File: src/hw/rtl/plc_write_frame_builder_core_defines.svh
// Assertion macros used by the frame builder controller RTL.
`ifndef PLC_WRITE_FRAME_BUILDER_CORE_DEFINES_SVH
`define PLC_WRITE_FRAME_BUILDER_CORE_DEFINES_SVH
`ifndef SYNTHESIS
`define PWFB_ASSERT_IMPLY(lbl, ante, cons, msg) \
    lbl: assert property (@(posedge clk) disable iff (!rst_n) (ante) |-> (cons)) \
        else $error(msg);
`define PWFB_ASSERT_NEXT(lbl, ante, cons, msg) \
    lbl: assert property (@(posedge clk) disable iff (!rst_n) (ante) |=> (cons)) \
        else $error(msg);
`else
`define PWFB_ASSERT_IMPLY(lbl, ante, cons, msg)
`define PWFB_ASSERT_NEXT(lbl, ante, cons, msg)
`endif
`endif

File: src/hw/rtl/pwfb_pkg.sv
package pwfb_pkg;

    // Command codes.
    localparam logic [1:0] OP_SET  = 2'd0;
    localparam logic [1:0] OP_RUN  = 2'd1;
    localparam logic [1:0] OP_STOP = 2'd2;
    localparam logic [1:0] OP_NONE = 2'd3;

    // Configuration register indexes.
    localparam logic CFG_SPEED_IDX  = 1'b0;
    localparam logic CFG_ENABLE_IDX = 1'b1;

    localparam logic [15:0] SPEED_ADDR_RESET  = 16'h10C8;
    localparam logic [15:0] ENABLE_ADDR_RESET = 16'h1258;

    // Frame characters.
    localparam logic [7:0] CH_STX   = 8'h02;
    localparam logic [7:0] CH_ETX   = 8'h03;
    localparam logic [7:0] CH_ONE   = 8'h31;
    localparam logic [7:0] CH_ZERO  = 8'h30;
    localparam logic [7:0] CH_EIGHT = 8'h38;
    localparam logic [7:0] CH_TWO   = 8'h32;
    localparam logic [7:0] CH_A     = 8'h41;

    // Byte positions inside a frame.
    localparam logic [4:0] POS_ADDR_LAST = 5'd5;
    localparam logic [4:0] POS_CNT_HI    = 5'd6;
    localparam logic [4:0] POS_CNT_LO    = 5'd7;
    localparam logic [4:0] POS_DATA      = 5'd8;
    localparam logic [4:0] POS_RUN_DIR   = 5'd9;
    localparam logic [4:0] POS_ETX_SET   = 5'd24;
    localparam logic [4:0] POS_LAST_SET  = 5'd26;
    localparam logic [4:0] POS_ETX_RS    = 5'd12;
    localparam logic [4:0] POS_LAST_RS   = 5'd14;

    typedef struct packed {
        logic       capture;
        logic       load;
        logic       last;
        logic       chk_char;
        logic [4:0] pos;
    } pwfb_cmd_t;

    typedef struct packed {
        logic slot_free;
        logic is_set;
        logic op_used;
    } pwfb_status_t;

    function automatic logic [7:0] hex_char(input logic [3:0] nib);
        logic [7:0] c;
        if (nib < 4'd10)
            c = CH_ZERO + {4'd0, nib};
        else
            c = CH_A + {4'd0, nib - 4'd10};
        return c;
    endfunction

endpackage

File: src/hw/rtl/pwfb_ctrl.sv
`include "plc_write_frame_builder_core_defines.svh"

module pwfb_ctrl (
    input  logic                  clk,
    input  logic                  rst_n,
    input  logic                  in_valid,
    output logic                  in_stall,
    input  pwfb_pkg::pwfb_status_t status,
    output pwfb_pkg::pwfb_cmd_t    cmd
);
    import pwfb_pkg::*;

    typedef enum logic {
        ST_IDLE,
        ST_EMIT
    } state_t;

    state_t     state_reg, state_next;
    logic [4:0] pos_reg, pos_next;
    logic [4:0] last_pos;
    logic [4:0] etx_pos;

    assign last_pos = status.is_set ? POS_LAST_SET : POS_LAST_RS;
    assign etx_pos  = status.is_set ? POS_ETX_SET : POS_ETX_RS;
    assign in_stall = (state_reg != ST_IDLE);

    always_comb
    begin
        cmd          = '0;
        cmd.pos      = pos_reg;
        cmd.last     = (state_reg == ST_EMIT) && (pos_reg == last_pos);
        cmd.chk_char = (state_reg == ST_EMIT) && (pos_reg > etx_pos);
        state_next   = state_reg;
        pos_next     = pos_reg;
        unique case (state_reg)
            ST_IDLE:
            begin
                if (in_valid && status.op_used)
                begin
                    // The start character needs no held data, so it is loaded on the same
                    // edge that takes the command when the output register is free.
                    cmd.capture = 1'b1;
                    cmd.load    = status.slot_free;
                    state_next  = ST_EMIT;
                    pos_next    = status.slot_free ? 5'd1 : 5'd0;
                end
            end
            ST_EMIT:
            begin
                if (status.slot_free)
                begin
                    cmd.load = 1'b1;
                    if (cmd.last)
                    begin
                        state_next = ST_IDLE;
                        pos_next   = 5'd0;
                    end
                    else
                    begin
                        pos_next = pos_reg + 5'd1;
                    end
                end
            end
            default:
            begin
                state_next = ST_IDLE;
                pos_next   = 5'd0;
            end
        endcase
    end

    always_ff @(posedge clk or negedge rst_n)
    begin
        if (!rst_n)
        begin
            state_reg <= ST_IDLE;
            pos_reg   <= 5'd0;
        end
        else
        begin
            state_reg <= state_next;
            pos_reg   <= pos_next;
        end
    end

    `PWFB_ASSERT_IMPLY(a_load_needs_slot, cmd.load, status.slot_free, "byte loaded into a full output register")
    `PWFB_ASSERT_NEXT(a_last_ends_frame, cmd.load && cmd.last, state_reg == ST_IDLE, "frame did not end after its last byte")
    `PWFB_ASSERT_IMPLY(a_pos_in_frame, state_reg == ST_EMIT, pos_reg <= last_pos, "byte position ran past the frame end")
    `PWFB_ASSERT_NEXT(a_capture_starts, cmd.capture, state_reg == ST_EMIT && pos_reg <= 5'd1, "capture did not start a frame")

endmodule

File: src/hw/rtl/pwfb_datapath.sv
module pwfb_datapath (
    input  logic                   clk,
    input  logic                   rst_n,
    input  logic                   cfg_valid,
    input  logic                   cfg_index,
    input  logic [15:0]            cfg_data,
    input  logic [1:0]             op,
    input  logic [31:0]            frequency,
    input  logic [31:0]            position,
    input  logic                   direction,
    input  logic                   out_stall,
    output logic                   out_valid,
    output logic [7:0]             frame_byte,
    output logic                   last_byte,
    input  pwfb_pkg::pwfb_cmd_t    cmd,
    output pwfb_pkg::pwfb_status_t status
);
    import pwfb_pkg::*;

    logic [15:0] speed_addr_reg;
    logic [15:0] enable_addr_reg;
    logic [1:0]  held_op_reg;
    logic [31:0] held_freq_reg;
    logic [31:0] held_pos_reg;
    logic        held_dir_reg;
    logic [7:0]  sum_reg, sum_next;
    logic        out_valid_reg, out_valid_next;
    logic [7:0]  frame_byte_reg;
    logic        last_byte_reg;

    logic        is_set;
    logic [15:0] addr;
    logic [4:0]  etx_pos;
    logic [3:0]  nib_idx;
    logic [31:0] word;
    logic [7:0]  word_byte;
    logic [3:0]  addr_nib;
    logic [7:0]  byte_next;

    assign is_set   = (held_op_reg == OP_SET);
    assign addr     = is_set ? speed_addr_reg : enable_addr_reg;
    assign etx_pos  = is_set ? POS_ETX_SET : POS_ETX_RS;
    assign nib_idx  = 4'(cmd.pos - POS_DATA);
    assign word     = nib_idx[3] ? held_pos_reg : held_freq_reg;
    assign word_byte = 8'(word >> {nib_idx[2:1], 3'b000});

    always_comb
    begin
        unique case (cmd.pos[1:0])
            2'd2:    addr_nib = addr[15:12];
            2'd3:    addr_nib = addr[11:8];
            2'd0:    addr_nib = addr[7:4];
            default: addr_nib = addr[3:0];
        endcase
    end

    always_comb
    begin
        priority if (cmd.pos == 5'd0)
            byte_next = CH_STX;
        else if (cmd.pos == 5'd1)
            byte_next = CH_ONE;
        else if (cmd.pos <= POS_ADDR_LAST)
            byte_next = hex_char(addr_nib);
        else if (cmd.pos == POS_CNT_HI)
            byte_next = CH_ZERO;
        else if (cmd.pos == POS_CNT_LO)
            byte_next = is_set ? CH_EIGHT : CH_TWO;
        else if (cmd.pos == etx_pos)
            byte_next = CH_ETX;
        else if (cmd.pos == etx_pos + 5'd1)
            byte_next = hex_char(sum_reg[7:4]);
        else if (cmd.pos == etx_pos + 5'd2)
            byte_next = hex_char(sum_reg[3:0]);
        else if (is_set)
            byte_next = hex_char(nib_idx[0] ? word_byte[3:0] : word_byte[7:4]);
        else if (cmd.pos == POS_RUN_DIR && held_op_reg == OP_RUN)
            byte_next = held_dir_reg ? CH_TWO : CH_ONE;
        else
            byte_next = CH_ZERO;
    end

    always_comb
    begin
        sum_next = sum_reg;
        if (cmd.capture)
            sum_next = 8'd0;
        else if (cmd.load && cmd.pos != 5'd0 && !cmd.chk_char)
            sum_next = sum_reg + byte_next;
    end

    always_comb
    begin
        out_valid_next = out_valid_reg;
        if (cmd.load)
            out_valid_next = 1'b1;
        else if (!out_stall)
            out_valid_next = 1'b0;
    end

    always_ff @(posedge clk or negedge rst_n)
    begin
        if (!rst_n)
        begin
            speed_addr_reg  <= SPEED_ADDR_RESET;
            enable_addr_reg <= ENABLE_ADDR_RESET;
            held_op_reg     <= OP_SET;
            sum_reg         <= 8'd0;
            out_valid_reg   <= 1'b0;
        end
        else
        begin
            if (cfg_valid)
            begin
                unique case (cfg_index)
                    CFG_SPEED_IDX:  speed_addr_reg  <= cfg_data;
                    CFG_ENABLE_IDX: enable_addr_reg <= cfg_data;
                    default:        speed_addr_reg  <= speed_addr_reg;
                endcase
            end
            if (cmd.capture)
                held_op_reg <= op;
            sum_reg       <= sum_next;
            out_valid_reg <= out_valid_next;
        end
    end

    always_ff @(posedge clk)
    begin
        if (cmd.capture)
        begin
            held_freq_reg <= frequency;
            held_pos_reg  <= position;
            held_dir_reg  <= direction;
        end
        if (cmd.load)
        begin
            frame_byte_reg <= byte_next;
            last_byte_reg  <= cmd.last;
        end
    end

    assign status.slot_free = !out_valid_reg || !out_stall;
    assign status.is_set    = is_set;
    assign status.op_used   = (op != OP_NONE);

    assign out_valid  = out_valid_reg;
    assign frame_byte = frame_byte_reg;
    assign last_byte  = last_byte_reg;

endmodule

File: src/hw/rtl/plc_write_frame_builder_core.sv
// The start character of a frame is loaded into the output register on the edge of
// the command transfer when that register is free; the rest follow one per cycle while
// the output is not stalled. A set frame is 27 characters and a run or stop frame 15.
// A new command is taken only once the last character of the previous frame is loaded
// into the single output byte register, which the sequencer fills one byte at a time.
// Reset (rst_n, asynchronous, active low) empties the output, idles the sequencer and
// restores both register addresses to their defaults; no clearing pass is needed.
module plc_write_frame_builder_core (
    input  logic        clk,
    input  logic        rst_n,
    // Command channel.
    input  logic        in_valid,
    output logic        in_stall,
    input  logic [1:0]  op,
    input  logic [31:0] frequency,
    input  logic [31:0] position,
    input  logic        direction,
    // Frame byte channel.
    output logic        out_valid,
    input  logic        out_stall,
    output logic [7:0]  frame_byte,
    output logic        last_byte,
    // Configuration write channel.
    input  logic        cfg_valid,
    output logic        cfg_ready,
    input  logic        cfg_index,
    input  logic [15:0] cfg_data
);
    import pwfb_pkg::*;

    pwfb_cmd_t    cmd;
    pwfb_status_t status;

    // Register writes never wait, so the configuration channel is always ready. The user
    // must issue writes only while no frame is in flight; the block does not check it.
    assign cfg_ready = 1'b1;

    // The controller walks the byte position of the frame. It takes a command
    // only while idle; an unused command code is taken and dropped without
    // producing a frame. Because the final byte leaves the sequencer as soon
    // as it is loaded into the output register, the next command transfer can
    // happen while that byte still waits to be taken downstream.
    pwfb_ctrl u_ctrl (
        .clk      (clk),
        .rst_n    (rst_n),
        .in_valid (in_valid),
        .in_stall (in_stall),
        .status   (status),
        .cmd      (cmd)
    );

    // The datapath holds the captured command, the two address registers, the
    // running checksum and the output byte register. It turns the position it
    // is given into a frame character: header, address, byte count, the data (for a set,
    // the words as hex nibbles, low byte first, high nibble first; for run or stop, a
    // run direction or stop code), the end character and the two checksum characters.
    // The checksum covers every byte after the start character through the end character.
    pwfb_datapath u_datapath (
        .clk        (clk),
        .rst_n      (rst_n),
        .cfg_valid  (cfg_valid),
        .cfg_index  (cfg_index),
        .cfg_data   (cfg_data),
        .op         (op),
        .frequency  (frequency),
        .position   (position),
        .direction  (direction),
        .out_stall  (out_stall),
        .out_valid  (out_valid),
        .frame_byte (frame_byte),
        .last_byte  (last_byte),
        .cmd        (cmd),
        .status     (status)
    );

endmodule

File: config.mk
export PLATFORM = sky130hd
export DESIGN_NAME = plc_write_frame_builder_core
export DESIGN_NICKNAME = d
export VERILOG_FILES = /design/src/hw/rtl/pwfb_pkg.sv /design/src/hw/rtl/pwfb_ctrl.sv /design/src/hw/rtl/pwfb_datapath.sv /design/src/hw/rtl/plc_write_frame_builder_core.sv
export VERILOG_INCLUDE_DIRS = /design/src /design/src/hw/rtl
export SDC_FILE = /design/constraint.sdc
export NUM_CORES = 1
export LEC_CHECK = 0
export BUFFER_PORTS_ARGS = -buffer_cell sky130_fd_sc_hd__clkbuf_2
export CAP_MARGIN = 20
export CORE_UTILIZATION = 45
export DETAILED_ROUTE_END_ITERATION = 8
export GPL_TIMING_DRIVEN = 1
export PLACE_DENSITY = 0.71
export RECOVER_POWER = 50
export SYNTH_ARGS = -nofsm -noshare
export SYNTH_HDL_FRONTEND = slang
export SYNTH_SLANG_ARGS = --single-unit
File: constraint.sdc
create_clock -name clk -period 7.3 [get_ports clk]
set_clock_uncertainty 0.2 [all_clocks]
set_input_delay 1.46 -clock clk [delete_from_list [all_inputs] [get_ports clk]]
set_output_delay 1.46 -clock clk [all_outputs]
set_load 0.03 [all_outputs]
==> results.toml, run 1 <==
[status]
status = "finished, violations left"
violations = "max-capacitance violations, max-slew violations"

[clock_network]
cts_resized = 0
cts_made_buffers = 17
tritoncts = "done"
postCtsHoldBufs = 0
cts_max_path_buffers = 2
cts_max_level = 4
clock-root-buffer = "clkbuf_16"
cts_setup_buffers = 0
clock_sinks = 122
path_clk_slew_ns = 0.05
clkLatencyLatePin_ns = 0.42

[timing]
tns_ns = 0
tightest_slew_ns = 2.67
setup_viol = 0
hold_ws_ns = 0.311
hold_violations = 0
fin_crit_sh_pct = 70.9
fin_crit_ns = 5.17
slew_viol_final = 50
slew_headroom_pct = -77.8
rsz0062_at_grt = "false"
fmax_mhz = 193

[die]
die_h_um = 120
start_util_pct = 46.6
coreArea_um2 = 13300
core.rowCount = 42
pin_count = 101
die_x_um = 120
dieArea_um2 = 14300

[synth]
synth_flop_cell = "edfxtp_1"
yosys_warnings = 0
netlist_area_um2 = 6210
ys_types = 65
synth.ff_latch_count = 122
netlist_instances = 467
synth_edf_count = 73
synth_nets = 583
synth.avg_cell_area_um2 = 13.3
synth-seq-area-share_pct = 55.2
async_flop_share_pct = 40.2

[power]
p_per_area_nw_per_um2 = 413
p_leak_nw = 3.00
vdd_drop_max_mv = 0.213

[layout]
finalNetCount = 686
drive_gt1_share_pct = 32.4
layout.cells.non_filler = 757
area_delta_synth_final_pct = 19.3
postLayoutCellArea_um2 = 7410
fillCellCount = 1132
antennaDiodeCount = 0

[worst_setup_path]
r2r-start = "u_ctrl.pos_reg[3]"
reg2reg_depth = 16
crit_path_start_kind = "flop"
crit_fanout = 25
crit_type = "reg2reg"
r2r_end = "u_datapath.sum_reg[7]"
r2r_slack_ns = 2.13
crit_path_end_kind = "flop"
arrival_ns = 5.22
crit_required_ns = 7.35

[hold_path]
min_to = "u_datapath.enable_addr_reg[7]"
hp-start = "u_datapath.enable_addr_reg[7]"
hold_path_class = "reg2reg"
holdPathStages = 1

[placed_design]
post-dp-hpwl_mm = 9.51
dp_cells = 727
postPlaceCellArea_um2 = 6870
gp_congestion = 0.941
numPortBuffers = 98

[detailed_routing]
drt_pass1_iterations = 5
drt_iter0_drc = 259
ant_nets = 0
wl_mm = 13.2
wl_per_cell_um = 17.4
drc = 0
dr_total_vias = 4190
vias_per_cell = 5.54

[job]
max_cap_violations = 1

[grt]
gr-total-overflow = 0
grt_max_degree = 78
grt_pass1_vias = 4253
antenna_found_initial = 0
grt_pass1_wl_mm = 21.6
track_usage_pct = 20.1
-- critical path: stages (launching register included) --
cell	delay (ns)
dfrtp_1	1.00
mux4_2	0.61
nand2b_1	0.16
a31oi_1	0.32
or2_2	0.21
ha_1	0.25
xnor2_1	0.14
o21ai_0	0.09
o221a_2	0.32
o31ai_1	0.33
ha_1	0.33
a21o_1	0.19
a21o_1	0.18
a21o_1	0.20
a211oi_1	0.26
or3_1	0.15
a21oi_1	0.06
-- synthesized netlist by cell type, drive strengths merged, types with 5 or more instances --
library cell | n | area, µm²
a22oi | 5 | 37.5
and2 | 5 | 31.3
nor2 | 28 | 105
o21ai | 21 | 105
nor2b | 5 | 31.3
a211oi | 8 | 65.1
dfstp | 9 | 236
a21oi | 12 | 60.1
ha | 26 | 325
dfrtp | 40 | 1000
mux2i | 16 | 160
nand3 | 7 | 35.0
clkbuf | 11 | 41.3
mux4 | 15 | 368
edfxtp | 73 | 2190
inv | 21 | 78.8
mux2 | 35 | 394
nand2 | 25 | 96.4
nor3 | 6 | 30.0
buf | 9 | 66.3
xor2 | 10 | 95.1
-- placed cells by master, fill, tap and decap left out, types with 5 or more instances in the layout --
| cell | netlist | layout |
|---|---|---|
| nor2_1 | 28 | 28 |
| nor3_1 | 6 | 6 |
| edfxtp_1 | 73 | 73 |
| dfstp_2 | 9 | 9 |
| clkbuf_2 | 0 | 92 |
| inv_1 | 21 | 21 |
| and2_1 | 5 | 5 |
| clkbuf_16 | 0 | 17 |
| a22oi_1 | 5 | 5 |
| ha_1 | 26 | 26 |
| mux2i_1 | 16 | 16 |
| dfrtp_1 | 40 | 40 |
| xor2_1 | 9 | 9 |
| a21oi_1 | 12 | 12 |
| nand3_1 | 7 | 7 |
| nand2_1 | 24 | 24 |
| a211oi_1 | 7 | 7 |
| mux4_2 | 7 | 7 |
| clkbuf_1 | 11 | 8 |
| mux4_1 | 8 | 8 |
| mux2_2 | 35 | 35 |
| o21ai_0 | 20 | 20 |
-- logic make-up (layout without fill, tap and decap cells) --
kind of cell    Yosys count  in the layout  share of synthesized area (%)
other cells               2              2                          0.121
simple gates             99             99                           7.81
xor+xnor                 14             14                           2.09
flops                   122            122                           55.2
mux                      66             66                           14.8
buf+inv                  41            155                           3.00
compound gates           96             96                           11.4
fa+ha+maj                27             27                           5.56
-- power by group --
part	leakage, nW	internal [mW]	switching (mW)	total [mW]
clock network	0.262	0.493	0.292	0.785
logic	1.50	0.603	0.721	1.32
registers	1.23	0.843	0.110	0.953
total	3.00	1.94	1.12	3.06
-- worst max-delay path by stage --
stage                 startpoint  slack, ns                        end  depth (start not counted)
6_report       u_ctrl.pos_reg[3]       2.13      u_datapath.sum_reg[7]                         16
2_1_floorplan           in_valid       2.59  u_datapath.held_op_reg[0]                          4
4_1_cts        u_ctrl.pos_reg[3]       2.13      u_datapath.sum_reg[7]                         16
5_1_grt        u_ctrl.pos_reg[3]       1.79      u_datapath.sum_reg[6]                         17
3_3_place_gp   u_ctrl.pos_reg[3]       2.30      u_datapath.sum_reg[7]                         17
3_5_place_dp   u_ctrl.pos_reg[3]       2.15      u_datapath.sum_reg[7]                         16
-- metrics by stage --
step	power, mW	setup WS [ns]	utilization (%)
after floorplan	1.98	2.59	-
after global placement	2.24	2.30	51.5
after detailed placement	2.28	2.15	51.5
after CTS	3.08	2.13	55.6
after global routing	3.27	1.79	55.5
final	3.06	2.13	55.5
-- final cells by class --
cell class | instances | area [µm²] | area share, %
Timing Repair Buffer | 104 | 520 | 7.02
Sequential cell | 122 | 3430 | 46.3
Clock buffer | 17 | 425 | 5.74
Multi-Input combinational cell | 304 | 2610 | 35.2
Clock inverter | 13 | 130 | 1.76
Tap cell | 176 | 220 | 2.97
Inverter | 21 | 78.8 | 1.06
-- per-layer routing --
metal  vias to the layer above  track usage, %  routed length [µm]  share of wire, %
li1                       1985               -                   -                 -
met1                      2060            26.0                5910                45
met2                       133            32.3                6370                48
met3                        12            5.09                 707               5.4
met4                         0            7.89                 198               1.5
met5                         -               0                   0                 0
No activity file was read; power rests on OpenSTA's default activity.
==> run 2, diff against run 1 <==
--- a/config.mk
+++ b/config.mk
@@ -11,7 +11,7 @@
 export CORE_UTILIZATION = 45
 export DETAILED_ROUTE_END_ITERATION = 8
 export GPL_TIMING_DRIVEN = 1
-export PLACE_DENSITY = 0.71
+export PLACE_DENSITY = 0.73
 export RECOVER_POWER = 50
 export SYNTH_ARGS = -nofsm -noshare
 export SYNTH_HDL_FRONTEND = slang
==> constraint.sdc (replaced) <==
create_clock -name clk -period 4.3 [get_ports clk]
set_clock_uncertainty 0.2 [all_clocks]
set_input_delay 0.86 -clock clk [delete_from_list [all_inputs] [get_ports clk]]
set_output_delay 0.86 -clock clk [all_outputs]
set_load 0.03 [all_outputs]
==> run 2 against run 1 <==
Effect of this change: the flow still finishes with violations (max-capacitance violations, max-slew violations); routed wire length is 6.4% higher; core utilization increased by 5.8 points; non-clock buffer count grew 61; die area unchanged; critical endpoint is now u_datapath.sum_reg[5]; largest cell class unchanged.
==> results.toml, run 2 (synthesis results as in run 1) <==
[layout]
area_delta_synth_final_pct = 31.7
finalNetCount = 747
ff_latch_area_um2 = 3430
layout_commonest_cell = "clkbuf_2"
final_core_util_pct = 61.3
fillCellCount = 1046
drive_gt1_share_pct = 45.3
antennaDiodeCount = 0
multi_input_area_um2 = 2810
layout_common_cells = "clkbuf_2, edfxtp_1, buf_4"

[hold_path]
holdPathStages = 1
hold_path_class = "reg2reg"
min_to = "u_datapath.enable_addr_reg[14]"
hp-start = "u_datapath.enable_addr_reg[14]"

[worst_setup_path]
path_common_cell = "a21o_1"
r2r_end = "u_datapath.sum_reg[5]"
slowest_stage = "mux4_2"
crit_required_ns = 4.38
crit_fanout = 11
crit_type = "reg2reg"
r2r_slack_ns = 0.09
crit_chain = "buf_6 > clkbuf_16 > mux4_2 > mux4_2 > ha_4 > o221ai_2 > o2111a_1 > o211ai_1 > ha_1 > a21o_1 > a21o_1 > a21o_1 > a21o_1 > buf_6 > xor2_1 > mux2i_1 > nor2_1"
crit_path_start_kind = "flop"
reg2reg_depth = 17
arrival_ns = 4.29
crit_path_end_kind = "flop"
r2r-start = "u_ctrl.pos_reg[1]"
max_stage_delay_ns = 0.53

[die]
start_util_pct = 46.6
die_x_um = 120
dieArea_um2 = 14300
coreArea_um2 = 13300
die_h_um = 120
core.rowCount = 42
pin_count = 101

[detailed_routing]
wl_mm = 14.0
drc = 0
drt_pass1_iterations = 7
vias_per_cell = 5.51
wl_per_cell_um = 17.1
dr_total_vias = 4509
ant_nets = 0
drt_iter0_drc = 295

[timing]
tns_ns = 0
slew_headroom_pct = -5.72
hold_ws_ns = 0.308
rsz0062_at_grt = "true"
fin_crit_ns = 4.21
fmax_mhz = 237
hold_violations = 0
setup_viol = 0
slew_viol_final = 31
fin_crit_sh_pct = 98.0
tightest_slew_ns = 1.59
layout_setup_ws_ns = 0.0869

[grt]
track_usage_pct = 20.5
antenna_found_initial = 0
gr-total-overflow = 0
grt_pass1_vias = 4563
grt_max_degree = 52
grt_pass1_wl_mm = 22.2

[clock_network]
path_clk_slew_ns = 0.06
clock-root-buffer = "clkbuf_16"
postCtsHoldBufs = 0
clock_sinks = 122
clkLatencyLatePin_ns = 0.42
cts_max_level = 4
tritoncts = "done"
cts_max_path_buffers = 2
cts_made_buffers = 17

[power]
swShare_pct = 35.4
vdd_drop_max_mv = 0.388
p_per_area_nw_per_um2 = 764
pwr-share-clk_pct = 23.4
p_leak_nw = 3.36
power_frac_seq_pct = 25.4
p_total_mw = 6.25
comb_power_share_pct = 51.2
intPower_mw = 4.04
switching_power_mw = 2.21

[placed_design]
post-dp-hpwl_mm = 9.78
detailedPlace.worstSlack_ns = -0.160
gp_congestion = 0.896
numPortBuffers = 98

[job]
max_cap_violations = 1

[status]
status = "finished, violations left"
violations = "max-capacitance violations, max-slew violations"
-- run 2: power by group through the flow --
stage | Clock (mW) | Sequential, mW | Combinational [mW]
after floorplan | 0 | 1.62 | 1.77
after global placement | 0 | 1.58 | 2.62
after detailed placement | 0 | 1.59 | 2.71
after CTS | 1.49 | 1.57 | 2.82
after global routing | 1.54 | 1.60 | 3.50
final | 1.46 | 1.59 | 3.20
-- run 2: metal layers --
layer / routed length (µm) / GRT usage (%) / vias up
met4: 251 / 9.06 / 0
met5: 0 / 0 / -
met1: 6110 / 25.5 / 2202
met3: 737 / 5.85 / 23
met2: 6930 / 33.2 / 172
li1: - / - / 2112
-- run 2: worst max-delay path by stage --
stage,depth (start not counted),startpoint,end
after floorplan,19,u_ctrl.pos_reg[3],u_datapath.sum_reg[7]
after global placement,15,u_ctrl.pos_reg[3],u_datapath.sum_reg[7]
after detailed placement,16,u_ctrl.pos_reg[3],u_datapath.sum_reg[6]
after CTS,16,u_ctrl.pos_reg[3],u_datapath.sum_reg[5]
after global routing,20,u_ctrl.pos_reg[2],u_datapath.sum_reg[6]
final,17,u_ctrl.pos_reg[1],u_datapath.sum_reg[5]
-- run 2: metrics by stage --
step | instances | area (µm²)
3_3_place_gp | 775 | 7260
5_1_grt | 819 | 8180
6_report | 819 | 8180
2_1_floorplan | 467 | 6240
3_5_place_dp | 775 | 7260
4_1_cts | 807 | 7930
-- run 2: final cells by class --
type / count / share of cell area [%]
clock buffers: 19 / 5.29
flip-flops and latches: 122 / 41.9
clock inverters: 12 / 2.13
well taps: 176 / 2.69
repair buffers: 165 / 12.7
multi-input cells: 304 / 34.3
inverters: 21 / 0.963
-- run 2: repair_timing --
item                       CTS  global route
setup endpoints to repair    3             4
setup buffers                1            10
cloned                       0             2
pin swaps                    1            26
resized for setup           13            41
-- run 2: critical path: cells and delay by family, from the launching register on --
family | cells | cell delay [ns]
AO/OA/AOI/OAI | 7 | 1.22
flip-flops | 1 | 0.49
AND/OR/NAND/NOR | 1 | 0.05
buffers and inverters | 3 | 0.43
adder cells (fa/ha/maj) | 2 | 0.58
multiplexers | 3 | 0.95
XOR/XNOR | 1 | 0.13
